[src/hdl/mppt_sweep_perturb_observe_defines.svh]
// Assertion macros for the RTL; mpspo_ctrl.sv is the file that uses them.
// Each use names a label and a property; clk and rst_n come from the module.
`ifndef MPPT_SWEEP_PERTURB_OBSERVE_DEFINES_SVH
`define MPPT_SWEEP_PERTURB_OBSERVE_DEFINES_SVH

`ifndef SYNTHESIS

// Checked only out of reset.
`define MPSPO_ASSERT(lbl, prop) \
  lbl: assert property (@(posedge clk) disable iff (!rst_n) prop) \
    else $error("mpspo assertion failed");

// Checked on every edge, reset included.
`define MPSPO_ASSERT_ALWAYS(lbl, prop) \
  lbl: assert property (@(posedge clk) prop) \
    else $error("mpspo assertion failed");

`else

`define MPSPO_ASSERT(lbl, prop)
`define MPSPO_ASSERT_ALWAYS(lbl, prop)

`endif

`endif

[src/hdl/mpspo_pkg.sv]
`default_nettype none

package mpspo_pkg;

  localparam int ADC_BITS = 12;
  localparam int DUTY_W   = 10;
  localparam int POWER_W  = 2 * ADC_BITS;
  localparam int MODE_W   = 3;

  typedef logic [ADC_BITS-1:0] code_t;
  typedef logic [DUTY_W-1:0]   duty_t;
  typedef logic [POWER_W-1:0]  power_t;

  // word kinds
  localparam logic KIND_SAMPLE = 1'b0;
  localparam logic KIND_TICK   = 1'b1;

  // configuration register indexes
  localparam int CFG_IDX_W = 2;
  localparam logic [CFG_IDX_W-1:0] CFG_PV_MIN   = 2'd0;
  localparam logic [CFG_IDX_W-1:0] CFG_RECT_THR = 2'd1;
  localparam code_t PV_MIN_RESET   = 12'd1392;
  localparam code_t RECT_THR_RESET = 12'd410;

  // timing and duty constants
  localparam duty_t       PWM_PERIOD     = 10'd1000;
  localparam logic [6:0]  BOOT_LIMIT     = 7'd100;
  localparam duty_t       BOOT_DUTY      = 10'd150;
  localparam logic [8:0]  SWEEP_INTERVAL = 9'd300;
  localparam duty_t       SWEEP_END      = 10'd900;
  localparam logic [10:0] HOLD_LIMIT     = 11'd1500;
  localparam logic [6:0]  TRACK_INTERVAL = 7'd75;
  localparam duty_t       TRACK_CAP      = 10'd950;
  localparam logic [9:0]  CHECK_RESET    = 10'd15;
  localparam logic [9:0]  CHECK_MAX      = 10'd900;
  localparam logic [5:0]  BACKOFF_MAX    = 6'd60;
  localparam logic [5:0]  BACKOFF_RESET  = 6'd1;
  localparam logic [9:0]  QUARTER_HOUR   = 10'd900;

  typedef enum logic [4:0] {
    MODE_STANDBY = 5'b00001,
    MODE_BOOT    = 5'b00010,
    MODE_SWEEP   = 5'b00100,
    MODE_HOLD    = 5'b01000,
    MODE_TRACK   = 5'b10000
  } mode_t;

  // external mode codes
  localparam logic [MODE_W-1:0] MODE_CODE_STANDBY = 3'd0;
  localparam logic [MODE_W-1:0] MODE_CODE_BOOT    = 3'd1;
  localparam logic [MODE_W-1:0] MODE_CODE_SWEEP   = 3'd2;
  localparam logic [MODE_W-1:0] MODE_CODE_HOLD    = 3'd3;
  localparam logic [MODE_W-1:0] MODE_CODE_TRACK   = 3'd4;

  typedef struct packed {
    logic  kind;
    code_t bat_voltage;
    code_t bat_current;
    code_t pv_average;
  } item_t;

  typedef struct packed {
    duty_t              main_compare;
    logic [DUTY_W-2:0]  trigger_compare;
    duty_t              rect_compare;
    logic               pwm_running;
    logic [MODE_W-1:0]  mode;
    logic               pv_present;
  } result_t;

  typedef struct packed {
    code_t pv_min;
    code_t rect_thr;
  } cfg_t;

  function automatic logic [MODE_W-1:0] mode_code(input mode_t m);
    logic [MODE_W-1:0] c;
    unique case (m)
      MODE_STANDBY: c = MODE_CODE_STANDBY;
      MODE_BOOT:    c = MODE_CODE_BOOT;
      MODE_SWEEP:   c = MODE_CODE_SWEEP;
      MODE_HOLD:    c = MODE_CODE_HOLD;
      MODE_TRACK:   c = MODE_CODE_TRACK;
      default:      c = MODE_CODE_STANDBY;
    endcase
    return c;
  endfunction

endpackage

`default_nettype wire

[src/hdl/mpspo_ctrl.sv]
`default_nettype none
`include "mppt_sweep_perturb_observe_defines.svh"

// Controller state and its combinational update for one word, registered on adv.
module mpspo_ctrl import mpspo_pkg::*; (
  input  wire logic    clk,
  input  wire logic    rst_n,
  input  wire logic    adv,
  input  wire item_t   item,
  input  wire cfg_t    cfg,
  output result_t      res
);

  mode_t       mode_r, mode_nxt;
  duty_t       duty_r, duty_nxt;
  duty_t       best_duty_r, best_duty_nxt;
  power_t      best_power_r, best_power_nxt;
  logic [6:0]  boot_wait_r, boot_wait_nxt;
  logic [8:0]  sweep_wait_r, sweep_wait_nxt;
  logic [10:0] hold_wait_r, hold_wait_nxt;
  logic [6:0]  track_wait_r, track_wait_nxt;
  power_t      prev_power_r, prev_power_nxt;
  logic        step_down_r, step_down_nxt;
  logic [9:0]  second_count_r, second_count_nxt;
  logic [9:0]  quarter_r, quarter_nxt;
  logic [9:0]  check_delay_r, check_delay_nxt;
  logic [5:0]  backoff_r, backoff_nxt;
  logic        clocks_on_r, clocks_on_nxt;
  logic        panel_ok_r, panel_ok_nxt;
  duty_t       main_written_r, main_written_nxt;
  duty_t       rect_written_r, rect_written_nxt;

  power_t             power;
  logic signed [11:0] dw;
  logic               sd;
  logic [9:0]         sc;
  logic [9:0]         qc;
  logic [9:0]         cd15;

  assign power = power_t'(item.bat_voltage) * power_t'(item.bat_current);

  always_comb begin
    mode_nxt         = mode_r;
    duty_nxt         = duty_r;
    best_duty_nxt    = best_duty_r;
    best_power_nxt   = best_power_r;
    boot_wait_nxt    = boot_wait_r;
    sweep_wait_nxt   = sweep_wait_r;
    hold_wait_nxt    = hold_wait_r;
    track_wait_nxt   = track_wait_r;
    prev_power_nxt   = prev_power_r;
    step_down_nxt    = step_down_r;
    second_count_nxt = second_count_r;
    quarter_nxt      = quarter_r;
    check_delay_nxt  = check_delay_r;
    backoff_nxt      = backoff_r;
    clocks_on_nxt    = clocks_on_r;
    panel_ok_nxt     = panel_ok_r;
    main_written_nxt = main_written_r;
    rect_written_nxt = rect_written_r;
    dw   = $signed({2'b00, duty_r});
    sd   = step_down_r;
    sc   = second_count_r + 10'd1;
    qc   = quarter_r + 10'd1;
    cd15 = ({4'b0000, backoff_r} << 4) - {4'b0000, backoff_r};

    if (item.kind == KIND_SAMPLE) begin
      unique case (mode_r)
        MODE_BOOT: begin
          boot_wait_nxt = boot_wait_r + 7'd1;
          if (boot_wait_nxt > BOOT_LIMIT) begin
            mode_nxt      = MODE_SWEEP;
            dw            = $signed({2'b00, BOOT_DUTY});
            boot_wait_nxt = '0;
          end
        end
        MODE_SWEEP: begin
          sweep_wait_nxt = sweep_wait_r + 9'd1;
          if (sweep_wait_nxt >= SWEEP_INTERVAL) begin
            sweep_wait_nxt = '0;
            if (power > best_power_r) begin
              best_duty_nxt  = duty_r;
              best_power_nxt = power;
            end
            dw = dw + 12'sd1;
            if (dw > $signed({2'b00, SWEEP_END})) begin
              mode_nxt       = MODE_HOLD;
              dw             = $signed({2'b00, best_duty_nxt});
              best_duty_nxt  = '0;
              best_power_nxt = '0;
            end
          end
        end
        MODE_HOLD: begin
          hold_wait_nxt = hold_wait_r + 11'd1;
          if (hold_wait_nxt > HOLD_LIMIT) begin
            mode_nxt      = MODE_TRACK;
            hold_wait_nxt = '0;
          end
        end
        MODE_TRACK: begin
          track_wait_nxt = track_wait_r + 7'd1;
          if (track_wait_nxt >= TRACK_INTERVAL) begin
            track_wait_nxt = '0;
            sd = step_down_r ^ (power < prev_power_r);
            step_down_nxt = sd;
            dw = sd ? dw - 12'sd1 : dw + 12'sd1;
            if (dw > $signed({2'b00, TRACK_CAP}))
              dw = $signed({2'b00, TRACK_CAP});
            prev_power_nxt = power;
          end
        end
        MODE_STANDBY: begin
        end
        default: begin
        end
      endcase

      if (dw > $signed({2'b00, PWM_PERIOD}))
        dw = $signed({2'b00, PWM_PERIOD});
      if (dw < 12'sd0)
        dw = 12'sd0;
      duty_nxt         = dw[DUTY_W-1:0];
      main_written_nxt = duty_nxt;
      // rectifier only follows duty with enough current, never in bootstrap
      if (mode_nxt != MODE_BOOT && item.bat_current > cfg.rect_thr)
        rect_written_nxt = duty_nxt;
      else
        rect_written_nxt = PWM_PERIOD;
    end else begin
      second_count_nxt = sc;
      quarter_nxt      = qc;
      if (sc > check_delay_r) begin
        second_count_nxt = '0;
        if (mode_r == MODE_STANDBY) begin
          clocks_on_nxt = 1'b0;
          if (item.pv_average > cfg.pv_min) begin
            panel_ok_nxt    = 1'b1;
            mode_nxt        = MODE_BOOT;
            duty_nxt        = '0;
            check_delay_nxt = '0;
            backoff_nxt     = BACKOFF_RESET;
            clocks_on_nxt   = 1'b1;
          end else begin
            panel_ok_nxt = 1'b0;
            backoff_nxt  = backoff_r + 6'd1;
            if (cd15 > CHECK_MAX) begin
              check_delay_nxt = CHECK_MAX;
              backoff_nxt     = BACKOFF_MAX;
            end else begin
              check_delay_nxt = cd15;
            end
            mode_nxt = MODE_STANDBY;
          end
        end
      end
      if (qc > QUARTER_HOUR) begin
        mode_nxt    = MODE_STANDBY;
        quarter_nxt = '0;
      end
    end

    res.main_compare    = main_written_nxt;
    res.trigger_compare = main_written_nxt[DUTY_W-1:1];
    res.rect_compare    = rect_written_nxt;
    res.pwm_running     = clocks_on_nxt;
    res.mode            = mode_code(mode_nxt);
    res.pv_present      = panel_ok_nxt;
  end

  always_ff @(posedge clk) begin
    if (!rst_n) begin
      mode_r         <= MODE_STANDBY;
      duty_r         <= '0;
      best_duty_r    <= '0;
      best_power_r   <= '0;
      boot_wait_r    <= '0;
      sweep_wait_r   <= '0;
      hold_wait_r    <= '0;
      track_wait_r   <= '0;
      prev_power_r   <= '0;
      step_down_r    <= 1'b0;
      second_count_r <= '0;
      quarter_r      <= '0;
      check_delay_r  <= CHECK_RESET;
      backoff_r      <= BACKOFF_RESET;
      clocks_on_r    <= 1'b1;
      panel_ok_r     <= 1'b0;
      main_written_r <= '0;
      rect_written_r <= PWM_PERIOD;
    end else if (adv) begin
      mode_r         <= mode_nxt;
      duty_r         <= duty_nxt;
      best_duty_r    <= best_duty_nxt;
      best_power_r   <= best_power_nxt;
      boot_wait_r    <= boot_wait_nxt;
      sweep_wait_r   <= sweep_wait_nxt;
      hold_wait_r    <= hold_wait_nxt;
      track_wait_r   <= track_wait_nxt;
      prev_power_r   <= prev_power_nxt;
      step_down_r    <= step_down_nxt;
      second_count_r <= second_count_nxt;
      quarter_r      <= quarter_nxt;
      check_delay_r  <= check_delay_nxt;
      backoff_r      <= backoff_nxt;
      clocks_on_r    <= clocks_on_nxt;
      panel_ok_r     <= panel_ok_nxt;
      main_written_r <= main_written_nxt;
      rect_written_r <= rect_written_nxt;
    end
  end

  `MPSPO_ASSERT(a_duty_in_range, duty_r <= PWM_PERIOD)
  `MPSPO_ASSERT(a_tick_keeps_main, adv && item.kind == KIND_TICK |=> $stable(main_written_r))
  `MPSPO_ASSERT(a_clocks_off_standby, !clocks_on_r |-> mode_r == MODE_STANDBY)
  `MPSPO_ASSERT(a_backoff_range, backoff_r >= BACKOFF_RESET && backoff_r <= BACKOFF_MAX + 6'd1)

endmodule

`default_nettype wire

[src/hdl/mppt_sweep_perturb_observe.sv]
// Solar MPPT duty controller. Each input word is either a converter sample
// (tuser 0: battery voltage and current) or a one-second tick (tuser 1:
// average panel voltage). Every word yields exactly one result word with the
// switch, trigger and rectifier compares, the modulator enable, the mode
// (0 standby, 1 bootstrap, 2 sweep, 3 hold, 4 perturb-and-observe) and the
// panel-present flag. Throughput is one word per clock while out_tready stays
// high. The update (12x12 power multiply plus mode logic) is combinational
// and sits between the input register and the result register. Ticks run the
// panel check with backoff while in standby and force standby once the quarter-hour
// tick count passes 900. The user must write thresholds through the cfg port only
// while no word is in flight (the block does not enforce it); index 0 is the panel
// voltage minimum, 1 the rectifier current threshold, other indexes are ignored.
`default_nettype none

module mppt_sweep_perturb_observe import mpspo_pkg::*; (
  input  wire logic                 clk,
  input  wire logic                 rst_n,
  // input stream
  input  wire logic                 in_tvalid,
  output logic                      in_tready,
  input  wire logic [39:0]          in_tdata,  // bat_voltage, bat_current, pv_average, pad
  input  wire logic                 in_tuser,  // kind
  // result stream
  output logic                      out_tvalid,
  input  wire logic                 out_tready,
  output logic [39:0]               out_tdata, // main, trigger, rect, pwm_running,
                                               // mode, pv_present, pad
  // configuration
  input  wire logic                 cfg_we,
  input  wire logic [CFG_IDX_W-1:0] cfg_index,
  input  wire logic [ADC_BITS-1:0]  cfg_wdata
);

  // input register stage
  logic    s1_valid_r, s1_valid_nxt;
  item_t   s1_item_r;
  // result register
  logic    out_valid_r, out_valid_nxt;
  result_t out_res_r;
  result_t res;
  cfg_t    cfg_r;
  logic    out_free;
  logic    adv;
  logic    in_acc;

  assign out_free  = !out_valid_r || out_tready;
  assign adv       = s1_valid_r && out_free;
  assign in_tready = !s1_valid_r || out_free;
  assign in_acc    = in_tvalid && in_tready;

  always_comb begin
    s1_valid_nxt = s1_valid_r;
    if (in_acc)
      s1_valid_nxt = 1'b1;
    else if (adv)
      s1_valid_nxt = 1'b0;

    out_valid_nxt = out_valid_r;
    if (adv)
      out_valid_nxt = 1'b1;
    else if (out_tready)
      out_valid_nxt = 1'b0;
  end

  always_ff @(posedge clk) begin
    if (!rst_n) begin
      s1_valid_r     <= 1'b0;
      out_valid_r    <= 1'b0;
      cfg_r.pv_min   <= PV_MIN_RESET;
      cfg_r.rect_thr <= RECT_THR_RESET;
    end else begin
      s1_valid_r  <= s1_valid_nxt;
      out_valid_r <= out_valid_nxt;
      if (cfg_we) begin
        if (cfg_index == CFG_PV_MIN)
          cfg_r.pv_min <= cfg_wdata;
        else if (cfg_index == CFG_RECT_THR)
          cfg_r.rect_thr <= cfg_wdata;
      end
    end
  end

  // payload registers
  always_ff @(posedge clk) begin
    if (in_acc) begin
      s1_item_r.kind        <= in_tuser;
      s1_item_r.bat_voltage <= in_tdata[11:0];
      s1_item_r.bat_current <= in_tdata[23:12];
      s1_item_r.pv_average  <= in_tdata[35:24];
    end
    if (adv)
      out_res_r <= res;
  end

  mpspo_ctrl u_ctrl (
    .clk   (clk),
    .rst_n (rst_n),
    .adv   (adv),
    .item  (s1_item_r),
    .cfg   (cfg_r),
    .res   (res)
  );

  assign out_tvalid = out_valid_r;
  assign out_tdata  = {6'b000000,
                       out_res_r.pv_present,
                       out_res_r.mode,
                       out_res_r.pwm_running,
                       out_res_r.rect_compare,
                       out_res_r.trigger_compare,
                       out_res_r.main_compare};

endmodule

`default_nettype wire

[config.mk]
export PLATFORM = sky130hd
export DESIGN_NAME = mppt_sweep_perturb_observe
export DESIGN_NICKNAME = d
export VERILOG_FILES = /design/src/hdl/mpspo_pkg.sv /design/src/hdl/mpspo_ctrl.sv /design/src/hdl/mppt_sweep_perturb_observe.sv
export VERILOG_INCLUDE_DIRS = /design/src /design/src/hdl
export SDC_FILE = /design/constraint.sdc
export NUM_CORES = 1
export LEC_CHECK = 0
export BUFFER_PORTS_ARGS = -buffer_cell sky130_fd_sc_hd__buf_2
export CAP_MARGIN = 20
export CORE_UTILIZATION = 43
export CTS_CLUSTER_DIAMETER = 150
export DETAILED_ROUTE_END_ITERATION = 8
export MAX_ROUTING_LAYER = met4
export PLACE_DENSITY = 0.57
export SYNTH_ARGS = -nofsm -noshare
export SYNTH_HDL_FRONTEND = slang
export SYNTH_SLANG_ARGS = --single-unit
[constraint.sdc]
create_clock -name clk -period 26 [get_ports clk]
set_clock_uncertainty 0.15 [all_clocks]
set_input_delay 1.3 -clock clk [delete_from_list [all_inputs] [get_ports clk]]
set_output_delay 1.3 -clock clk [all_outputs]
set_load 0.03 [all_outputs]
==> metrics.txt <==
status=completed; max_cap viols=0; Worst Setup SP=s1_item_r[20]$_DFFE_PP_; final critical-path share of the clock period=39.06%; Worst R2R Path Depth=33; core region area=43,550 sq um; asr flop ratio synth=0%; initial antenna violation count=1; Area growth syn-to-layout=9.550%; 1st-iter DRT viols=1,065; Via-to-Cell Ratio=5.336; die width=213.1 microns; Worst Max-Slew Pin Slew=1002 ps; Congestion Overflow GR=0; CTS Sinks=254; drt pass-1 iters=5; Crit Path Max Fanout=13; worst setup margin=15,840 ps; Hold EP=u_ctrl.rect_written_r[2]$_SDFFE_PN0P_; area of the mapped netlist=19,170 sq um; static leakage=0.008651 uW; Worst Path Required=26,170 ps; Hold Crit Start=u_ctrl.rect_written_r[2]$_SDFFE_PN0P_; clock-pin slew of the registers on the worst-case setup and hold paths=60 ps; # resized after CTS=0; critical path class=flop to flop; Die Height=213.1 microns; clk root buf=clkbuf_16; fin crit period=10,160 ps; Setup Buffers After CTS=0; first-pass GRT wire length=76.76 mm; Max clock buf depth=3; CP endpoint kind=flop; Hold WC Path Type=flop to flop; Final Power=1957 uW; Max stage delay cell, worst path=or4_1; WP data arrival=10,330 ps; Setup violations, final=0; fraction of layout cells with a size suffix above 1=8.487%; Initial Util=44.01%; I/O Pins=102; mean post-synth cell area=8.381 sq um; commonest register cell after synthesis=dfxtp_1; yosys warns=0; GPL Wtd Cong=0.9391; Slew headroom=33.21%; Startpoint Class=flop; Power per Cell Area=93.20 nW/um^2; reg-to-reg endpoint=out_tdata[1]$_DFFE_PP_; most frequent cells in the layout=318 x nand2_1, 243 x inv_1, 192 x dfxtp_1; RSZ-0062 raised after global routing=false; VDD IR max=0.00009277 V; H-tree level count=1; Port-buffer cells=91; worst skew pair latency=580 ps; hold depth=2; Post-Route WL=45.56 mm; Final Max Tran Viols=0; crit-path max cell delay=740 ps; Mapped Cells=2,287; via count=15,580; hold_buf cts=0; setup tns final=0 ps; Fin. Hold Viols=0; TritonCTS Buffers=31; largest net degree at the start of global routing=95; Tot GR Track Use=21.26%; die area=45,430 sq um; ANT nets after route=0; row count=76; drt wl/cell=15.61 microns; post-synthesis cell type count=96; FF-to-FF Start=s1_item_r[20]$_DFFE_PP_; Placement Setup Slack=15,920 ps; Register-to-Register Setup Slack=15,840 ps; max frequency=98.46 MHz; DP HPWL=32.84 mm; most common cell after layout, fill and taps aside=nand2_1; Seq/Total Area, Yosys=29.77%; Multi-input gate area=12,010 sq um; number of global-route vias before repair=15,380; nets@finish=2,628; fillers=4,289; DR DRC count=0; register area=5705 sq um; Yosys reg bits=254; CTS tree=done; Post-synth EDFFs=62
==> final cells by class <==
cell class                      count  area share, %
Antenna cell                        1        0.01192
Clock buffer                       34          3.796
Clock inverter                     24         0.9831
Inverter                          246          4.397
Multi-Input combinational cell   1664          57.20
Sequential cell                   254          27.17
Tap cell                          585          3.486
Timing Repair Buffer              111          2.955
==> metal layers <==
metal | part of all wire [%] | global-route usage, % | routed length (microns) | vias to the layer above
li1 | - | - | - | 7813
met1 | 48 | 28.19 | 22080 | 7372
met2 | 45 | 33.88 | 20380 | 327
met3 | 4.4 | 2.956 | 1991 | 65
met4 | 2.4 | 5.911 | 1105 | 0
met5 | 0 | - | 0 | -
==> kinds of logic (layout without fill, tap and decap cells) <==
logic type | after synthesis | count (layout) | share of synthesized area, %
mux | 11 | 11 | 0.7441
flops | 254 | 254 | 29.77
simple gates | 838 | 838 | 21.46
buf+inv | 374 | 415 | 7.742
other cells | 1 | 7 | 0.01956
xor+xnor | 62 | 62 | 2.905
fa+ha+maj | 261 | 261 | 20.94
compound gates | 486 | 486 | 16.42
==> sequential cells by signal, indices dropped and copies added, names as in the netlist <==
name / cells
u_ctrl.duty_r: 10
out_tdata: 25
u_ctrl.panel_ok_r: 1
u_ctrl.boot_wait_r: 7
u_ctrl.best_power_r: 24
u_ctrl.rect_written_r: 10
u_ctrl.second_count_r: 10
s1_valid_r: 1
cfg_r: 24
u_ctrl.best_duty_r: 10
u_ctrl.main_written_r: 10
u_ctrl.step_down_r: 1
u_ctrl.check_delay_r: 10
u_ctrl.track_wait_r: 7
u_ctrl.sweep_wait_r: 9
u_ctrl.prev_power_r: 24
u_ctrl.hold_wait_r: 11
u_ctrl.backoff_r: 6
s1_item_r: 37
u_ctrl.quarter_r: 10
out_tvalid: 1
u_ctrl.mode_r: 5
u_ctrl.clocks_on_r: 1
==> stage by stage <==
step / hold WS [ps] / util (%) / area [sq um] / cells
2_1_floorplan: 274.9 / - / 19190 / 2292
3_3_place_gp: 285.8 / 45.86 / 19970 / 2859
3_5_place_dp: 292.0 / 45.86 / 19970 / 2859
4_1_cts: 300.7 / 48.16 / 20980 / 2917
5_1_grt: 320.9 / 48.22 / 21000 / 2919
6_report: 297.9 / 48.22 / 21000 / 2919
==> cell usage after synthesis, types with 32 or more instances <==
master	count	share of area, %
nand3_1	62	1.6
nor3_1	42	1.1
a21boi_0	32	1.3
ha_1	160	10
nor2b_1	65	2.1
xnor2_1	37	1.7
edfxtp_1	62	9.7
o21ai_0	98	2.6
fa_1	100	10
and2_1	72	2.3
nor2_1	129	2.5
dfxtp_1	192	20
nand2_1	318	6.2
a21oi_1	130	3.4
clkbuf_1	99	1.9
a22oi_1	38	1.5
inv_1	243	4.8
==> critical path: cells and delay by family (launching register included) <==
| family | cells | cell delay (ps) |
|---|---|---|
| compound gates | 10 | 2560 |
| xor+xnor | 1 | 200 |
| fa+ha+maj | 7 | 3240 |
| mux | 1 | 410 |
| simple gates | 9 | 2380 |
| flops | 1 | 630 |
| buf+inv | 5 | 310 |
==> power by group <==
part,switching [uW],internal (uW),total (uW)
combinational,650,453,1100
clock,178,250,429
sequential,11.6,414,425
==> how the worst max path moves through the flow <==
stage	to	slack (ps)	cells after the start
floorplan	out_tdata[0]$_DFFE_PP_	17220	34
global placement	out_tdata[0]$_DFFE_PP_	15960	33
detailed placement	out_tdata[1]$_DFFE_PP_	15920	33
CTS	out_tdata[1]$_DFFE_PP_	15860	33
global route	out_tdata[1]$_DFFE_PP_	15190	32
finish	out_tdata[1]$_DFFE_PP_	15840	33
(Power assumes the default switching activity.)
